==> config.mk <==
export PLATFORM = sky130hd
export DESIGN_NAME = csv_field_splitter_flat
export DESIGN_NICKNAME = d
export VERILOG_FILES = /design/src/hw/rtl/csvfs_pkg.sv /design/src/hw/rtl/csvfs_item_if.sv /design/src/hw/rtl/csvfs_result_if.sv /design/src/hw/rtl/csvfs_cfg_if.sv /design/src/hw/rtl/csvfs_queue.sv /design/src/hw/rtl/csvfs_front.sv /design/src/hw/rtl/csvfs_back.sv /design/src/hw/rtl/csv_field_splitter.sv /design/src/flat_wrapper.sv
export SDC_FILE = /design/constraint.sdc
export NUM_CORES = 1
export LEC_CHECK = 0
export BUFFER_PORTS_ARGS = -buffer_cell sky130_fd_sc_hd__buf_2
export CAP_MARGIN = 40
export CORE_MARGIN = 8
export CORE_UTILIZATION = 32
export CTS_CLUSTER_SIZE = 25
export DETAILED_ROUTE_END_ITERATION = 8
export SLEW_MARGIN = 15
export SYNTH_ARGS = -nofsm -noshare
export SYNTH_HDL_FRONTEND = slang
export SYNTH_SLANG_ARGS = --single-unit
==> constraint.sdc <==
create_clock -name clk -period 3.3 [get_ports clk]
set_input_delay 0.66 -clock clk [delete_from_list [all_inputs] [get_ports clk]]
set_output_delay 0.66 -clock clk [all_outputs]
set_load 0.02 [all_outputs]
==> src/hw/rtl/csvfs_pkg.sv <==
// Types and constants of the CSV field splitter.
// No dependencies; used by the front, queue, back, top and checker RTL files.
`default_nettype none

package csvfs_pkg;

    localparam logic [7:0] QUOTE_CHAR  = 8'h22;
    localparam logic [7:0] DELIM_RESET = 8'h2C;
    localparam logic [7:0] BOM_BYTE0   = 8'hEF;
    localparam logic [7:0] BOM_BYTE1   = 8'hBB;
    localparam logic [7:0] BOM_BYTE2   = 8'hBF;

    typedef enum logic [1:0] {
        ACT_BYTE  = 2'd0,
        ACT_EOL   = 2'd1,
        ACT_START = 2'd2
    } action_t;

    typedef enum logic [1:0] {
        KIND_DATA       = 2'd0,
        KIND_FIELD_END  = 2'd1,
        KIND_RECORD_END = 2'd2
    } kind_t;

    typedef enum logic [1:0] {
        REG_DELIMITER = 2'd0,
        REG_BOM_STRIP = 2'd1
    } reg_index_t;

    typedef struct packed {
        logic [1:0] kind;
        logic [7:0] data;
    } beat_t;

    // up to three beats per item, count is 1..3
    typedef struct packed {
        logic [1:0]      count;
        beat_t [2:0]     slot;
    } entry_t;

    typedef struct packed {
        logic   valid;
        entry_t entry;
    } qword_t;

endpackage

`default_nettype wire

==> src/hw/rtl/csvfs_item_if.sv <==
// Input channel of the CSV field splitter: one item per beat.
// No dependencies.
`default_nettype none

interface csvfs_item_if;
    logic       valid;
    logic       ready;
    logic [1:0] action;
    logic [7:0] data_byte;

    modport source (output valid, output action, output data_byte, input ready);
    modport sink   (input valid, input action, input data_byte, output ready);
endinterface

`default_nettype wire

==> src/hw/rtl/csvfs_result_if.sv <==
// Result channel of the CSV field splitter: one result per beat.
// No dependencies.
`default_nettype none

interface csvfs_result_if;
    logic       valid;
    logic       ready;
    logic [1:0] kind;
    logic [7:0] out_byte;
    logic       last;

    modport source (output valid, output kind, output out_byte, output last, input ready);
    modport sink   (input valid, input kind, input out_byte, input last, output ready);
endinterface

`default_nettype wire

==> src/hw/rtl/csvfs_cfg_if.sv <==
// Register write channel of the CSV field splitter.
// No dependencies.
`default_nettype none

interface csvfs_cfg_if;
    logic       valid;
    logic       ready;
    logic [1:0] index;
    logic [7:0] data;

    modport source (output valid, output index, output data, input ready);
    modport sink   (input valid, input index, input data, output ready);
endinterface

`default_nettype wire

==> src/hw/rtl/csvfs_queue.sv <==
// Entry queue between the front and back halves of the splitter.
// Depends on csvfs_pkg.
`default_nettype none

module csvfs_queue #(
    parameter int DEPTH = 4
) (
    input  wire logic              clk,
    input  wire logic              rst_n,
    input  wire csvfs_pkg::qword_t push,
    input  wire logic              pop,
    output csvfs_pkg::qword_t      head,
    output logic                   full
);

    localparam int PW = (DEPTH > 1) ? $clog2(DEPTH) : 1;
    localparam int CW = $clog2(DEPTH + 1);
    localparam logic [PW-1:0] LAST_PTR = PW'(DEPTH - 1);
    localparam logic [CW-1:0] FULL_CNT = CW'(DEPTH);

    csvfs_pkg::entry_t mem_reg [DEPTH];
    logic [PW-1:0] wr_ptr_reg, wr_ptr_next;
    logic [PW-1:0] rd_ptr_reg, rd_ptr_next;
    logic [CW-1:0] count_reg, count_next;
    logic          do_push;
    logic          do_pop;

    assign full    = (count_reg == FULL_CNT);
    assign do_push = push.valid && !full;
    assign do_pop  = pop && (count_reg != '0);

    assign head.valid = (count_reg != '0);
    assign head.entry = mem_reg[rd_ptr_reg];

    always_comb
    begin
        wr_ptr_next = wr_ptr_reg;
        rd_ptr_next = rd_ptr_reg;
        count_next  = count_reg;
        if (do_push)
        begin
            wr_ptr_next = (wr_ptr_reg == LAST_PTR) ? '0 : wr_ptr_reg + 1'b1;
        end
        if (do_pop)
        begin
            rd_ptr_next = (rd_ptr_reg == LAST_PTR) ? '0 : rd_ptr_reg + 1'b1;
        end
        if (do_push && !do_pop)
        begin
            count_next = count_reg + 1'b1;
        end
        else if (!do_push && do_pop)
        begin
            count_next = count_reg - 1'b1;
        end
    end

    always_ff @(posedge clk or negedge rst_n)
    begin
        if (!rst_n)
        begin
            wr_ptr_reg <= '0;
            rd_ptr_reg <= '0;
            count_reg  <= '0;
        end
        else
        begin
            wr_ptr_reg <= wr_ptr_next;
            rd_ptr_reg <= rd_ptr_next;
            count_reg  <= count_next;
        end
    end

    always_ff @(posedge clk)
    begin
        if (do_push)
        begin
            mem_reg[wr_ptr_reg] <= push.entry;
        end
    end

endmodule

`default_nettype wire

==> src/hw/rtl/csvfs_front.sv <==
// Front half: takes items and register writes, tracks quote and mark state,
// builds one queue entry per item with results. Depends on csvfs_pkg.
`default_nettype none

module csvfs_front (
    input  wire logic         clk,
    input  wire logic         rst_n,
    csvfs_item_if.sink        item,
    csvfs_cfg_if.sink         cfg,
    input  wire logic         q_full,
    output csvfs_pkg::qword_t push
);

    logic [7:0] delim_reg;
    logic       bom_en_reg;
    logic       inside_reg, inside_next;
    logic       pending_reg, pending_next;
    logic [1:0] matched_reg, matched_next;
    logic       bom_active_reg, bom_active_next;

    logic              accept;
    logic [7:0]        c;
    logic [7:0]        seq_byte;
    logic              bom_hit;
    logic [1:0]        replay_avail;
    logic [1:0]        n_replay;
    logic              sp_valid;
    csvfs_pkg::beat_t  sp_beat;
    logic              sp_inside;
    logic              sp_pending;
    logic              in_q;
    logic              main_valid;
    csvfs_pkg::beat_t  main_beat;
    csvfs_pkg::beat_t  rep0;
    csvfs_pkg::beat_t  rep1;
    csvfs_pkg::entry_t entry;

    assign item.ready = !q_full;
    assign cfg.ready  = 1'b1;
    assign accept     = item.valid && item.ready;
    assign c          = item.data_byte;

    // classify one byte with no quote state
    function automatic csvfs_pkg::beat_t plain_beat(input logic [7:0] b,
                                                    input logic [7:0] d);
        csvfs_pkg::beat_t r;
        if (b == d)
        begin
            r.kind = csvfs_pkg::KIND_FIELD_END;
            r.data = '0;
        end
        else
        begin
            r.kind = csvfs_pkg::KIND_DATA;
            r.data = b;
        end
        return r;
    endfunction

    assign rep0 = plain_beat(csvfs_pkg::BOM_BYTE0, delim_reg);
    assign rep1 = plain_beat(csvfs_pkg::BOM_BYTE1, delim_reg);

    always_comb
    begin
        case (matched_reg)
            2'd0:    seq_byte = csvfs_pkg::BOM_BYTE0;
            2'd1:    seq_byte = csvfs_pkg::BOM_BYTE1;
            default: seq_byte = csvfs_pkg::BOM_BYTE2;
        endcase
    end

    assign bom_hit      = bom_en_reg && (matched_reg != 2'd3) && (c == seq_byte);
    assign replay_avail = (matched_reg == 2'd3) ? 2'd2 : matched_reg;

    // quote handling for one text byte
    always_comb
    begin
        sp_valid   = 1'b0;
        sp_beat    = '0;
        sp_pending = 1'b0;
        in_q       = inside_reg;
        if (pending_reg && (c == csvfs_pkg::QUOTE_CHAR))
        begin
            sp_valid = 1'b1;
            sp_beat  = '{kind: csvfs_pkg::KIND_DATA, data: csvfs_pkg::QUOTE_CHAR};
        end
        else
        begin
            if (pending_reg)
            begin
                in_q = 1'b0;
            end
            if (c == csvfs_pkg::QUOTE_CHAR)
            begin
                if (in_q)
                begin
                    sp_pending = 1'b1;
                end
                else
                begin
                    in_q = 1'b1;
                end
            end
            else if ((c == delim_reg) && !in_q)
            begin
                sp_valid = 1'b1;
                sp_beat  = '{kind: csvfs_pkg::KIND_FIELD_END, data: 8'h00};
            end
            else
            begin
                sp_valid = 1'b1;
                sp_beat  = '{kind: csvfs_pkg::KIND_DATA, data: c};
            end
        end
        sp_inside = in_q;
    end

    always_comb
    begin
        inside_next     = inside_reg;
        pending_next    = pending_reg;
        matched_next    = matched_reg;
        bom_active_next = bom_active_reg;
        n_replay        = 2'd0;
        main_valid      = 1'b0;
        main_beat       = '0;
        case (item.action)
            csvfs_pkg::ACT_BYTE:
            begin
                if (bom_active_reg && bom_hit)
                begin
                    if (matched_reg == 2'd2)
                    begin
                        matched_next    = 2'd0;
                        bom_active_next = 1'b0;
                    end
                    else
                    begin
                        matched_next = matched_reg + 2'd1;
                    end
                end
                else
                begin
                    if (bom_active_reg)
                    begin
                        n_replay        = replay_avail;
                        matched_next    = 2'd0;
                        bom_active_next = 1'b0;
                    end
                    main_valid   = sp_valid;
                    main_beat    = sp_beat;
                    inside_next  = sp_inside;
                    pending_next = sp_pending;
                end
            end
            csvfs_pkg::ACT_EOL:
            begin
                if (bom_active_reg)
                begin
                    n_replay        = replay_avail;
                    matched_next    = 2'd0;
                    bom_active_next = 1'b0;
                end
                inside_next  = 1'b0;
                pending_next = 1'b0;
                main_valid   = 1'b1;
                main_beat    = '{kind: csvfs_pkg::KIND_RECORD_END, data: 8'h00};
            end
            csvfs_pkg::ACT_START:
            begin
                inside_next     = 1'b0;
                pending_next    = 1'b0;
                matched_next    = 2'd0;
                bom_active_next = 1'b1;
            end
            default:
            begin
                main_valid = 1'b0;
            end
        endcase
    end

    always_comb
    begin
        entry.count   = n_replay + {1'b0, main_valid};
        entry.slot[0] = (n_replay != 2'd0) ? rep0 : main_beat;
        entry.slot[1] = (n_replay == 2'd2) ? rep1 : main_beat;
        entry.slot[2] = main_beat;
    end

    assign push.valid = accept && (entry.count != 2'd0);
    assign push.entry = entry;

    always_ff @(posedge clk or negedge rst_n)
    begin
        if (!rst_n)
        begin
            inside_reg     <= 1'b0;
            pending_reg    <= 1'b0;
            matched_reg    <= 2'd0;
            bom_active_reg <= 1'b1;
        end
        else if (accept)
        begin
            inside_reg     <= inside_next;
            pending_reg    <= pending_next;
            matched_reg    <= matched_next;
            bom_active_reg <= bom_active_next;
        end
    end

    always_ff @(posedge clk or negedge rst_n)
    begin
        if (!rst_n)
        begin
            delim_reg  <= csvfs_pkg::DELIM_RESET;
            bom_en_reg <= 1'b1;
        end
        else if (cfg.valid)
        begin
            case (cfg.index)
                csvfs_pkg::REG_DELIMITER: delim_reg  <= cfg.data;
                csvfs_pkg::REG_BOM_STRIP: bom_en_reg <= cfg.data[0];
                default:                  delim_reg  <= delim_reg;
            endcase
        end
    end

endmodule

`default_nettype wire

==> src/hw/rtl/csvfs_back.sv <==
// Back half: walks the head entry of the queue and sends its beats in order.
// Depends on csvfs_pkg.
`default_nettype none

module csvfs_back (
    input  wire logic              clk,
    input  wire logic              rst_n,
    input  wire csvfs_pkg::qword_t head,
    output logic                   pop,
    csvfs_result_if.source         result
);

    logic [1:0]       idx_reg, idx_next;
    csvfs_pkg::beat_t beat;
    logic             is_last;
    logic             fire;

    assign beat    = head.entry.slot[idx_reg];
    assign is_last = (idx_reg == (head.entry.count - 2'd1));
    assign fire    = result.valid && result.ready;

    assign result.valid    = head.valid;
    assign result.kind     = beat.kind;
    assign result.out_byte = beat.data;
    assign result.last     = is_last;
    assign pop             = fire && is_last;

    always_comb
    begin
        idx_next = idx_reg;
        if (fire)
        begin
            idx_next = is_last ? 2'd0 : idx_reg + 2'd1;
        end
    end

    always_ff @(posedge clk or negedge rst_n)
    begin
        if (!rst_n)
        begin
            idx_reg <= 2'd0;
        end
        else
        begin
            idx_reg <= idx_next;
        end
    end

endmodule

`default_nettype wire

==> src/hw/rtl/csv_field_splitter.sv <==
// Top level of the CSV field splitter: front, entry queue and back.
// Depends on csvfs_pkg, the channel interfaces, csvfs_front, csvfs_queue, csvfs_back.
//
//   port    | role   | beat carries
//   --------+--------+-------------------------------
//   item    | sink   | action, data_byte
//   result  | source | kind, out_byte, last
//   cfg     | sink   | index, data (always ready)
//
// One item is taken per cycle while the queue has room; it yields 0 to 3 results.
// The back sends one result per cycle while ready, popping an entry at its last one.
// The queue of QUEUE_DEPTH entries lets the item side run on while results stall.
// Reset sets all state but queue memory, loads register defaults; no clearing pass.
`default_nettype none

module csv_field_splitter #(
    parameter int QUEUE_DEPTH = 4
) (
    input  wire logic      clk,
    input  wire logic      rst_n,
    csvfs_item_if.sink     item,
    csvfs_result_if.source result,
    csvfs_cfg_if.sink      cfg
);

    csvfs_pkg::qword_t push;
    csvfs_pkg::qword_t head;
    logic              q_full;
    logic              pop;

    csvfs_front u_front (
        .clk    (clk),
        .rst_n  (rst_n),
        .item   (item),
        .cfg    (cfg),
        .q_full (q_full),
        .push   (push)
    );

    csvfs_queue #(
        .DEPTH (QUEUE_DEPTH)
    ) u_queue (
        .clk   (clk),
        .rst_n (rst_n),
        .push  (push),
        .pop   (pop),
        .head  (head),
        .full  (q_full)
    );

    csvfs_back u_back (
        .clk    (clk),
        .rst_n  (rst_n),
        .head   (head),
        .pop    (pop),
        .result (result)
    );

endmodule

`default_nettype wire

==> src/flat_wrapper.sv <==
// flat-port wrapper written by rule: the top's interface ports become plain ports
module csv_field_splitter_flat 
#(
    parameter int QUEUE_DEPTH = 4
)
  (clk, rst_n, item_valid, item_action, item_data_byte, item_ready, result_valid, result_kind, result_out_byte, result_last, result_ready, cfg_valid, cfg_index, cfg_data, cfg_ready);
  csvfs_item_if item_i ();
  csvfs_result_if result_i ();
  csvfs_cfg_if cfg_i ();
  input  wire logic clk;
  input  wire logic rst_n;
  input wire logic [$bits(item_i.valid)-1:0] item_valid;
  input wire logic [$bits(item_i.action)-1:0] item_action;
  input wire logic [$bits(item_i.data_byte)-1:0] item_data_byte;
  output wire logic [$bits(item_i.ready)-1:0] item_ready;
  output wire logic [$bits(result_i.valid)-1:0] result_valid;
  output wire logic [$bits(result_i.kind)-1:0] result_kind;
  output wire logic [$bits(result_i.out_byte)-1:0] result_out_byte;
  output wire logic [$bits(result_i.last)-1:0] result_last;
  input wire logic [$bits(result_i.ready)-1:0] result_ready;
  input wire logic [$bits(cfg_i.valid)-1:0] cfg_valid;
  input wire logic [$bits(cfg_i.index)-1:0] cfg_index;
  input wire logic [$bits(cfg_i.data)-1:0] cfg_data;
  output wire logic [$bits(cfg_i.ready)-1:0] cfg_ready;
  assign item_i.valid = item_valid;
  assign item_i.action = item_action;
  assign item_i.data_byte = item_data_byte;
  assign item_ready = item_i.ready;
  assign result_valid = result_i.valid;
  assign result_kind = result_i.kind;
  assign result_out_byte = result_i.out_byte;
  assign result_last = result_i.last;
  assign result_i.ready = result_ready;
  assign cfg_i.valid = cfg_valid;
  assign cfg_i.index = cfg_index;
  assign cfg_i.data = cfg_data;
  assign cfg_ready = cfg_i.ready;
  csv_field_splitter #(.QUEUE_DEPTH(QUEUE_DEPTH)) u_core (.clk(clk), .rst_n(rst_n), .item(item_i), .result(result_i), .cfg(cfg_i));
endmodule
* After elaboration in Yosys (flattened, before gate mapping)
Memory sizes are Yosys's and may differ from the RTL's.
Index checks and enable logic that the tools add are counted.
** Operators by class
- Equal/unequal tests :: 20
- Reductions and logical operators :: 33
- Muxes and demuxes :: 45
- $lt $le $gt $ge :: 1
- Add/subtract/negate cells :: 8
** Operator list (count)
- 9-bit two-way mux :: 5
- 10-bit two-way mux :: 4
- 10-bit binary-select mux with 2-bit select :: 1
- 10-bit one-hot mux with 2 select lines :: 1
- 2-bit two-way mux :: 9
- 8-bit equality test :: 2
- 8-bit equality test (first input constant) :: 2
- 1-bit two-way mux :: 16
- 7-bit one-hot mux with 2 select lines :: 1
- 1-bit logical AND :: 13
- 2-bit equality test (second input constant) :: 6
- 2-bit by 1-bit adder with 2-bit output (second input constant) :: 4
- 8-bit by 6-bit equality test with 1-bit output (second input constant) :: 1
- 2-bit nonzero test :: 4
- 2-bit by 1-bit equality test with 1-bit output (second input constant) :: 3
- 2-bit logical NOT :: 3
- 3-bit two-way mux :: 2
- 2-bit inequality test (second input constant) :: 3
- 1-bit one-hot mux with 2 select lines :: 3
- 2-bit one-hot mux with 3 select lines :: 1
- 2-bit AND reduction :: 3
- 3-bit AND reduction :: 2
- 3-bit nonzero test :: 2
- 1-bit logical NOT :: 4
- 12 further kinds :: 12
** Word-level totals
- Memories kept :: 1
- Logic and storage cells :: 118
- Output and inout port bits :: 14
- Bits in registers :: 23
- Memory bits (writable) :: 128
** Memories
- u_core.u_queue.mem_reg :: words 4, bits a word 32, read ports 1, clocked after memory_dff 0, wr ports 1, RTL line csvfs_queue.sv:21 : csvfs_pkg::entry_t mem_reg [DEPTH];

* Longest topological paths before layout
- Depth in word-level cells :: 15
- Depth in mapped cells :: 15
- Mapped depth without buffers :: 15

* By module
Synthesis repeated with hierarchy kept, for this count alone.
** Unflattened totals
- Cell total of the unflattened synthesis :: 415
- Area total of the unflattened synthesis :: 6819.0 µm²
** Modules (own cells, without submodules)
- csvfs_queue :: cells each 205, times used 1, area each 5124.9 µm²
- csvfs_front :: cells each 159, times used 1, area each 1338.8 µm²
- csvfs_back :: cells each 51, times used 1, area each 355.3 µm²

* Worst setup path before layout
Ideal clock, no wire load.
- Path type :: input to register
- Start :: input item_data_byte[2]
- End :: register u_core.u_queue.count_reg[2]
- Path buffers :: 0
- Library setup time :: 0.079 ns
- Stages on the path :: 14
- Arrival time :: 3.317 ns
- Setup slack :: -0.096 ns
- Path through :: or3b_1 a21oi_2 o221ai_2 and4b_2 ha_1 inv_1 nand3_1 a31oi_4 ha_1 inv_1 fa_1 xor2_1 nor2_1 xor2_1
** On the way
- Word-level cells in the longest chain between the ends :: 12
** RTL lines
- from (decl) :: RTL line flat_wrapper.sv:14 : input wire logic [$bits(item_i.data_byte)-1:0] item_data_byte;
- 8-bit by 6-bit equality test with 1-bit output or 8-bit equality test (tied branches) :: RTL line csvfs_front.sv:82, csvfs_front.sv:93, csvfs_front.sv:72
- 1-bit two-way mux, or another cell as far along :: RTL line csvfs_front.sv:93 : if (c == csvfs_pkg::QUOTE_CHAR)
- 1-bit two-way mux or 1-bit logical AND (tied branches) :: RTL line csvfs_front.sv:82, csvfs_front.sv:130
- 1-bit two-way mux or 2-bit two-way mux (tied branches) :: RTL line csvfs_front.sv:130 : if (bom_active_reg && bom_hit)
- 1-bit one-hot mux with 2 select lines or 2-bit one-hot mux with 2 select lines (tied branches) :: RTL line csvfs_front.sv:127 : case (item.action)
- 2-bit by 1-bit adder with 2-bit output (*) :: RTL line csvfs_front.sv:185 : entry.count = n_replay + {1'b0, main_valid};
- 2-bit nonzero test (*) :: RTL line csvfs_front.sv:191 : assign push.valid = accept && (entry.count != 2'd0);
- 1-bit logical AND (*) :: RTL line csvfs_front.sv:191
- 1-bit logical AND (*) :: RTL line csvfs_queue.sv:29 : assign do_push = push.valid && !full;
- via u_core.u_queue.do_push :: RTL line csvfs_queue.sv:25 : logic do_push;
- 1-bit logical NOT :: RTL line csvfs_queue.sv:52 : else if (!do_push && do_pop)
- 1-bit logical AND :: RTL line csvfs_queue.sv:52
- 2-bit nonzero test (no line)
- to (signal assigned) :: RTL line csvfs_queue.sv:70 : count_reg <= count_next;
- to (decl) :: RTL line csvfs_queue.sv:24 : logic [CW-1:0] count_reg, count_next;
Mark *: on every way through the listed nets, which the timed path passes. The rest lies on a longest branch.
A chain may end at the register's enable or synchronous reset.

* Final worst setup path
- Start :: register u_core.u_front.matched_reg[1]
- End :: register u_core.u_queue.count_reg[2]
** On the way
- Word-level cells in the longest chain between the ends :: 14
** RTL lines
- from (decl) :: RTL line csvfs_front.sv:18 : logic [1:0] matched_reg, matched_next;
- from (signal assigned) :: RTL line csvfs_front.sv:207 : matched_reg <= matched_next;
- 2-bit by 1-bit equality test with 1-bit output or 2-bit logical NOT (tied branches) :: RTL line csvfs_front.sv:65 : case (matched_reg)
- 7-bit one-hot mux with 2 select lines :: RTL line csvfs_front.sv:65
- 8-bit equality test :: RTL line csvfs_front.sv:72 : assign bom_hit = bom_en_reg && (matched_reg != 2'd3) && (c == seq_byte);
- 1-bit logical AND :: RTL line csvfs_front.sv:72
- 1-bit logical AND :: RTL line csvfs_front.sv:130
- 2-bit two-way mux or 1-bit two-way mux (tied branches) :: RTL line csvfs_front.sv:130
- 2-bit one-hot mux with 2 select lines or 1-bit one-hot mux with 2 select lines (tied branches) :: RTL line csvfs_front.sv:127
- 2-bit by 1-bit adder with 2-bit output (*) :: RTL line csvfs_front.sv:185
- 2-bit nonzero test (*) :: RTL line csvfs_front.sv:191
- 1-bit logical AND (*) :: RTL line csvfs_front.sv:191
- 1-bit logical AND (*) :: RTL line csvfs_queue.sv:29
- via u_core.u_queue.do_push :: RTL line csvfs_queue.sv:25
- 1-bit logical NOT :: RTL line csvfs_queue.sv:52
- 1-bit logical AND :: RTL line csvfs_queue.sv:52
- 2-bit nonzero test (no line)
Marks and branches as above.

==> metrics <==
outcome completed; chip height 161 um; setup TNS 0 ns; final period utilization 94.7%; Post-synth EDFFs 128; initial core utilization 32.2%; vias in the first global route 4120; Worst Setup Start Kind flop; initial antenna violation count 0; per-cell routed wire length 17.5 um; Crit. End Element flop; Slowest Stage Delay on Critical Path 0.45 ns; Yosys warnings 0; clock sink count 151; most frequent cells in the layout edfxtp_1, buf_2, mux4_2, inv_1, buf_4; commonest non-fill, non-tap cell in the layout edfxtp_1; Total Wirelength 13500 um; row count 53; critical path type reg -> reg; Worst path slowest cell dfrtp_2; Mean Syn Cell Area 16.4 um2; first drt pass iteration count 4; pin count of the biggest net entering global routing 33; fill count 1918; global router's overall resource usage 11.0%; sequential area share after synthesis 66.2%; main combinational cell family by area after synthesis multiplexers; final net count 520; DRC Markers 0; fmax 320 MHz; H-tree levels 4; Simple-Gate Fraction of Synth Area 6.19%; worst slew pin tran 0.559 ns; Post-Synth XOR/XNOR Area 1.68%; crit path max fanout 7; # diodes 0; area delta synth->final 20.5%; post-route ant nets 0; FFs w/ async S/R, synth 15.2%; Fin Clk Skew 0.0113 ns; Leak 2.93 nW; Port Buffers 37; CP required 3.64 ns; die span in x 161 um; synthesized area 6690 um2; buffer depth of the longest clock path 2; clock root cell clkbuf_16; mux share of post-synthesis cell area 15.1%; Setup-failing EPs final 0; post-synthesis adder-cell area fraction 2.36%; Power Total 6.34 mW; CTS tree built; crit-path cells or3b_4 -> a21oi_4 -> o221ai_2 -> and4b_2 -> ha_4 -> inv_1 -> nand3_2 -> a31oi_4 -> ha_2 -> inv_1 -> fa_2 -> xor2_1 -> nor2_1 -> xor2_1; Max-slew headroom 62.7%; power density over the cells 787 nW/um2; die area 25800 um2; routability cong. 0.774; main flop type after synthesis edfxtp_1; layout cell share with drive strength beyond 1 36.9%; Compound-Gate Fraction of Synth Area 5.56%; max FFs per register 128; Crit path arrival time 3.46 ns; IR Drop Worst-Case VDD 446 uV; Synth cell types 57; grt total ovfl 0; via count 3685; first-pass GRT wire length 22100 um; io pins 39; max-cap check violation count 0; Slew Limit Fails 0; post-DP HPWL 8770 um; initial drt markers 260; Worst-Skew Late Latency 0.42 ns; Cells after Synth 407; final hold violation count 0; number of vias per cell 4.78; core region area 20800 um2; CTS clk-pin slew, worst paths 0.06 ns; flops & latches, synth 151; min cycle time layout 3.13 ns; Mapped Nets 444; CTS buffer count 17; Min-Delay Path Class in -> async
-- layout make-up --
cell class                      count  area [um2]  area share [%]
Clock buffer                       17         425            5.28
Clock inverter                     15         138            1.71
Inverter                           31         116            1.44
Multi-Input combinational cell    210        2110            26.1
Sequential cell                   151        4430            54.9
Tap cell                          275         344            4.27
Timing Repair Buffer               72         502            6.22
-- worst max-delay path, delay by kind of cell, from the launching register on --
kind / cells / cell delay (ns)
flops: 1 / 0.45
compound gates: 3 / 0.54
fa+ha+maj: 3 / 0.69
simple gates: 4 / 0.91
buf+inv: 2 / 0.13
xor+xnor: 2 / 0.32
-- cell usage after synthesis, types with 2 or more instances --
library cell / n / area (um2)
mux2_2: 13 / 146
ha_1: 11 / 138
mux4_2: 32 / 721
mux2_4: 2 / 30.0
clkbuf_1: 8 / 30.0
buf_2: 3 / 15.0
nand3_2: 2 / 20.0
nor2_1: 13 / 48.8
xor2_1: 3 / 26.3
nand2_1: 21 / 78.8
nand3_1: 4 / 20.0
dfstp_2: 5 / 131
a21o_1: 3 / 22.5
and2_2: 5 / 37.5
o21ai_0: 15 / 75.1
or3_1: 2 / 12.5
nor3_1: 2 / 10.0
a211oi_1: 2 / 15.0
o31ai_1: 2 / 15.0
nand2b_1: 4 / 25.0
and3_1: 3 / 18.8
dfrtp_1: 18 / 450
a21oi_1: 12 / 60.1
buf_6: 2 / 22.5
o22ai_1: 11 / 68.8
xnor2_1: 8 / 70.1
inv_1: 31 / 116
edfxtp_1: 128 / 3840
nand4_1: 3 / 18.8
or4b_2: 2 / 20.0
mux2i_1: 11 / 110
-- through the flow --
| stage | setup WS (ns) | std cells | cell area (um2) | hold WS, ns | utilization, % |
|---|---|---|---|---|---|
| after floorplan | 0.000266 | 407 | 6710 | 0.364 | - |
| after global placement | -0.0251 | 737 | 7450 | 0.461 | 35.9 |
| after detailed placement | -0.147 | 737 | 7450 | 0.497 | 35.9 |
| after CTS | 0.0629 | 769 | 8020 | 0.237 | 38.6 |
| after global routing | -0.00131 | 771 | 8060 | 0.278 | 38.8 |
| final | 0.175 | 771 | 8060 | 0.226 | 38.8 |
-- logic make-up (layout without fill, tap and decap cells) --
family | Yosys count | count (layout)
flops | 151 | 151
simple gates | 73 | 73
mux | 58 | 58
compound gates | 54 | 54
buf+inv | 46 | 135
fa+ha+maj | 12 | 12
xor+xnor | 12 | 12
other cells | 1 | 1
-- final timing paths --
| check | startpoint | endpoint | slack, ns | cells after the start |
|---|---|---|---|---|
| hold reg to reg | u_core.u_queue.count_reg[2] | u_core.u_queue.count_reg[2] | 0.50 | 1 |
| setup / recovery | u_core.u_front.matched_reg[1] | u_core.u_queue.count_reg[2] | 0.17 | 14 |
| max in group asynchronous | rst_n | u_core.u_front.matched_reg[1] | 2.67 | 1 |
| min in group clk | cfg_data[3] | u_core.u_front.delim_reg[3] | 0.47 | 2 |
| setup reg to reg | u_core.u_front.matched_reg[1] | u_core.u_queue.count_reg[2] | 0.17 | 14 |
| hold / removal | rst_n | u_core.u_back.idx_reg[0] | 0.23 | 1 |
-- layer usage --
metal	GRT usage, %	vias to the layer above	share of wire [%]
met3	2.53	16	4.7
li1	-	1717	-
met4	4.67	0	1.5
met5	0	-	0
met1	13.7	1862	45
met2	18.2	90	49
-- report_power, final --
group	internal (mW)	leakage [nW]	switching, mW
clock network	1.10	0.265	0.727
logic	0.925	1.22	1.07
registers	2.38	1.45	0.146
-- timing repair --
item,4_1_cts,5_1_grt
setup endpoints to repair,0,5
gates resized for setup,0,8
hold buffers,0,0
setup buffers,0,2
(Power assumes the default switching activity.)
